`src/design/chi_mul.sv`:
```
// Two-stage multiply-add: signed wide A times unsigned B plus signed C, split into B-wide digits.
module chi_mul #(
    parameter int AW = 33,
    parameter int W  = 32,
    parameter int CW = 1,
    parameter int PW = 65
) (
    input  logic                 i_clk,
    input  logic                 i_en,
    input  logic signed [AW-1:0] i_a,
    input  logic        [W-1:0]  i_b,
    input  logic signed [CW-1:0] i_c,
    output logic signed [PW-1:0] o_p
);

    localparam int NCH = (AW + W - 1) / W;
    localparam int AXW = NCH * W;
    localparam int PPW = 2 * W + 2;

    logic signed [AXW-1:0] a_ext;
    logic signed [PPW-1:0] r_pp [NCH];
    logic signed [CW-1:0]  r_c;
    logic signed [PW-1:0]  n_sum;
    logic signed [PW-1:0]  r_p;

    assign a_ext = AXW'(i_a);

    always_ff @(posedge i_clk) begin
        if (i_en) begin
            for (int i = 0; i < NCH; i++) begin
                r_pp[i] <= (i == NCH - 1)
                    ? $signed(a_ext[i*W +: W]) * $signed({1'b0, i_b})
                    : $signed({1'b0, a_ext[i*W +: W]}) * $signed({1'b0, i_b});
            end
            r_c <= i_c;
        end
    end

    always_comb begin
        n_sum = PW'(r_c);
        for (int i = 0; i < NCH; i++) begin
            n_sum = n_sum + (PW'(r_pp[i]) <<< (i * W));
        end
    end

    always_ff @(posedge i_clk) begin
        if (i_en) begin
            r_p <= n_sum;
        end
    end

    assign o_p = r_p;

endmodule

```
`config.mk`:
```
export PLATFORM = sky130hd
export DESIGN_NAME = chi_mul
export DESIGN_NICKNAME = d
export VERILOG_FILES = /design/src/design/chi_mul.sv
export SDC_FILE = /design/constraint.sdc
export NUM_CORES = 2
export LEC_CHECK = 0
export BUFFER_PORTS_ARGS = -buffer_cell sky130_fd_sc_hd__buf_4
export CAP_MARGIN = 20
export CORE_MARGIN = 5
export CORE_UTILIZATION = 46
export CTS_BUF_LIST = sky130_fd_sc_hd__clkbuf_4
export DETAILED_ROUTE_END_ITERATION = 10
export PLACE_DENSITY = 0.68
export SYNTH_ARGS = -nofsm -noshare
export SYNTH_HDL_FRONTEND = slang
export SYNTH_SLANG_ARGS = --single-unit
```
`constraint.sdc`:
```
create_clock -name i_clk -period 7.39 [get_ports i_clk]
set_clock_uncertainty 0.2 [all_clocks]
set_input_delay 0.3695 -clock i_clk [delete_from_list [all_inputs] [get_ports i_clk]]
set_output_delay 0.3695 -clock i_clk [all_outputs]
set_load 0.01 [all_outputs]
```
; ---- After elaboration in Yosys (flattened, before gate mapping)
; Memory sizes are Yosys's and may differ from the RTL's.
; Index checks and enable logic that the tools add are counted.
[totals]
elab_cells = 9
ff_bits = 66
output_inout_bits = 65
latchBits = 0
input_bits = 68
romBits = 0
memories = 1
mem_bits_rw = 132
[memory_table]
columns = memory, depth, word_bits, read_ports, rd_ports_with_merged_regs, wr, line_no
row1 = r_pp, 2, 66, 2, 0, 2, 21  ; logic signed [PPW-1:0] r_pp [NCH];
[op_classes]
mux = 2
eq_ne = 0
addsub = 2
n_div = 0
n_shift = 0
bitwise_logic = 0
n_reduce_logical = 0
n_mul = 2
magnitude_cmp = 0
[ops]
columns = cell, count
row1 = 1-bit by 65-bit adder with 65-bit output, 1
row2 = 65-bit adder, 1
row3 = 32-bit by 32-bit multiplier with 64-bit output, 1
row4 = 1-bit by 33-bit multiplier with 34-bit output, 1
row5 = 1-bit two-way mux, 2

; ---- Depth between registers and ports, before layout
[logic_depth]
word_depth = 2
depth_mapped = 28
depth_no_buf = 25

; ---- Worst setup path before layout
; OpenSTA, ideal clock, no wires.
[synth_timing]
kind = input -> register
start = input i_b[9]
end = memory r_pp[0][54] (netlist name), data pin
arrival_time_ps = 7162
setup_time_ps = 260
stages = 26
setup_slack_ps = -231
cell_sequence = clkbuf_1 > clkbuf_1 > and2_1 > fa_1 > fa_1 > inv_1 > fa_1 > fa_1 > inv_1 > fa_1 > fa_1 > fa_1 > inv_1 > fa_1 > inv_1 > ha_1 > clkbuf_1 > a21oi_1 > o211ai_1 > a221o_1 > a41o_1 > a21oi_1 > o21ai_0 > or2_2 > a21oi_1 > xnor2_1
[synth_lines]
columns = item, line_no
row1 = from (decl), 11  ; input logic [W-1:0] i_b,
row2 = to (decl), 21

==> impl_metrics.csv <==
group,metric,value,unit
run_status,outcome,"complete, no violations",
critical_path,crit_path_frequent_cell,"fa_1",
cts,clkLatencyLatePin,0.67,ns
critical_path,critPathArrivalTime,7.38,ns
cts,cts.sinks,163,
critical_path,critical_path.slowest_cell,"fa_1",
drt,wl_per_cell,19.0,um
yosys,syn_area,0.0438,sq mm
layout,final_common_cell,"fa_1",
cts,cts_tree,"built",
job,drv_cap,0,
yosys,synth_area_leaders,"fa_1 (42%), edfxtp_1 (11%), ha_1 (10%)",
drt,ant_nets,0,
drt,first_pass_iters,8,
drt,drtIter0Drc,2211,
cts,cts_htree_levels,4,
placement,dpl.cell_count,6061,
placement,numPortBuffers,132,
yosys,synth_flop_cell,"edfxtp_1",
placement,hpwl,99400,um
cts,cts_buffers,17,
critical_path,critPathMaxFanout,15,
yosys,ys_types,69,
timing,fin_crit,7.13,ns
layout,fin_util,0.510,
global_routing,grt_max_degree,88,
global_routing,use_met1,0.326,
placement,gp_congestion,0.911,
global_routing,busiest_layer,"met2",
global_routing,grt_usage,0.233,
layout,nets,6173,
yosys,synth_edf_count,163,
cts,cts_root_buf,"clkbuf_4",
critical_path,critPathCaptureType,"flip-flop",
timing,timing.final.ws_setup,0.259,ns
yosys,yosys_warnings,0,
yosys,synthCells,4599,
floorplanning,core_area,0.0947,sq mm
global_routing,use_met3,0.0271,
yosys,synth_top_area_share,0.425,
timing,tightest_slew,0.964,ns
global_routing,grt_pass1_wl,190000,um
timing,period_share,0.965,
yosys,postSynthAreaPerCell,9.52,sq um
layout,regArea,0.00489,sq mm
floorplanning,die_x,319,um
timing,max_slew_margin,0.341,
placement,dp_slack,-0.446,ns
critical_path,worst-setup-path-type,"input port to flip-flop",
critical_path,cpPeakStageDelay,0.55,ns
layout,layout_common_cells,"fa_1 (929), inv_1 (870), and2_1 (624), nand2_1 (536), buf_4 (443)",
layout,layout-drive-gt1-share,0.106,
layout,instances_no_fill,6100,
global_routing,grt_pass1_vias,34700,
timing,rsz0062_at_grt,"no",
yosys,synthArstFlopShare,0,
drt,via_per_inst,5.28,
critical_path,crit_required,7.64,ns
yosys,synth_seq_cells,163,
yosys,synth_top_area_cell,"fa_1",
layout,area_delta_synth_final,10.3,%
floorplanning,fp-row-count,113,
cts,post_cts_buffers,0,
floorplanning,start_util,0.462,
cts,cts.clk_slew.worst_paths,0.21,ns
drt,num_vias,32200,
drt,drcViolationCount,0,
global_routing,antenna_found_initial,5,
yosys,synth_fp_nets,5955,
floorplanning,ios,133,
floorplanning,fp.dieArea,0.101,sq mm
global_routing,grt-ovfl-total,0,
global_routing,use_met2,0.391,
critical_path,critical-path-top-delay-family,"adder cells",
critical_path,cp_num_buf_inv,7,
drt,routed_wirelength,116000,um
layout,multiInputGateArea,0.0347,sq mm
timing,finalMaxSlewViolations,0,
yosys,yosysSeqAreaShare,0.112,
layout,fillerInstances,8754,
critical_path,start_kind,"input port",
timing,whs,0.0370,ns
floorplanning,die_h,319,um
cts,clockBufferDepth,2,
timing,setup_viol,0,
timing,finalHoldViolCount,0,
timing,fmax,140,MHz
worst_hold_path,min_path_type,"input port to flip-flop",
## worst reg2reg max path: stages (launching register included)
cell and delay, ns:
edfxtp_1 0.67, buf_4 0.72, ha_1 0.38, ha_1 0.40, nand2_1 0.08, o21ai_0 0.56
o21ai_0 0.24, a211oi_1 0.49, a211oi_2 0.23, o21ai_1 0.32, a21oi_1 0.20, o31ai_1 0.36
xor2_1 0.11
## path summary, 6_finish.rpt
path / startpoint / end / slack [ns] / cells past startpoint
setup / recovery: i_b[14] / r_pp[0][63] / 0.26 / 25
hold / removal: i_en / o_p[56] / 0.04 / 1
setup reg to reg: r_c / o_p[63] / 2.22 / 12
hold reg to reg: r_pp[0][0] / o_p[0] / 0.37 / 1
## final cells by class
| class | instances | area share |
|---|---|---|
| clock inverter | 15 | 0.00412 |
| timing repair buffer | 455 | 0.0730 |
| inverter | 870 | 0.0676 |
| clock buffer | 17 | 0.00264 |
| tap | 1265 | 0.0328 |
| antenna | 5 | 0.000259 |
| sequential | 163 | 0.101 |
| multi-input combinational | 3310 | 0.718 |
## Yosys cell counts (all sizes together), types with 6 or more instances
cell / n
or2: 7
nand2b: 15
and3: 25
a21o: 84
and4: 9
o21bai: 26
o211ai: 14
clkbuf: 250
edfxtp: 163
a211oi: 9
a21boi: 9
ha: 359
and2: 624
o31ai: 9
nand3: 28
a21oi: 138
nand2: 536
xor2: 51
or3: 7
nor4: 14
o21a: 21
o21ai: 75
a211o: 6
nor2: 82
buf: 6
fa: 929
inv: 870
nand4: 32
xnor2: 96
nor2b: 13
a31oi: 14
nor3: 29
## state kept, by name, summed over array words and instances, names as in the netlist
signal,cells
o_p,65
r_c,1
r_pp,97
## what timing repair did
action                                  in CTS  in global routing
gates resized for setup                      0                  5
hold buffers                                 2                  0
hold endpoints to repair                     3                  0
endpoints found under the setup margin       0                  6
## through the flow
stage                     cell area [sq um]  TNS (ns)
after floorplan                       43800         0
after global placement                47900     -6.71
after detailed placement              47900     -9.32
after CTS                             48300         0
after global routing                  48300         0
final                                 48300         0
## logic make-up (layout without fill, tap and decap cells)
group                    after synthesis  count (layout)  share of synthesized area
buffers and inverters               1126            1357                     0.0967
adder cells (fa/ha/maj)             1288            1288                      0.527
other                                  0               5                          0
AO/OA/AOI/OAI                        440             440                     0.0642
flip-flops                           163             163                      0.112
AND/OR/NAND/NOR                     1435            1435                      0.171
XOR/XNOR                             147             147                     0.0294
## per-layer routing
layer / part of all wire / wire [um] / up-vias
li1: - / - / 14500
met1: 0.43 / 49500 / 16500
met2: 0.48 / 56000 / 1006
met3: 0.061 / 7040 / 193
met4: 0.027 / 3080 / 4
met5: 0.00023 / 27 / -
Power is left out: the tool's default activity adds up to more than one toggle a clock period on the data nets, which glitch-free logic cannot reach.
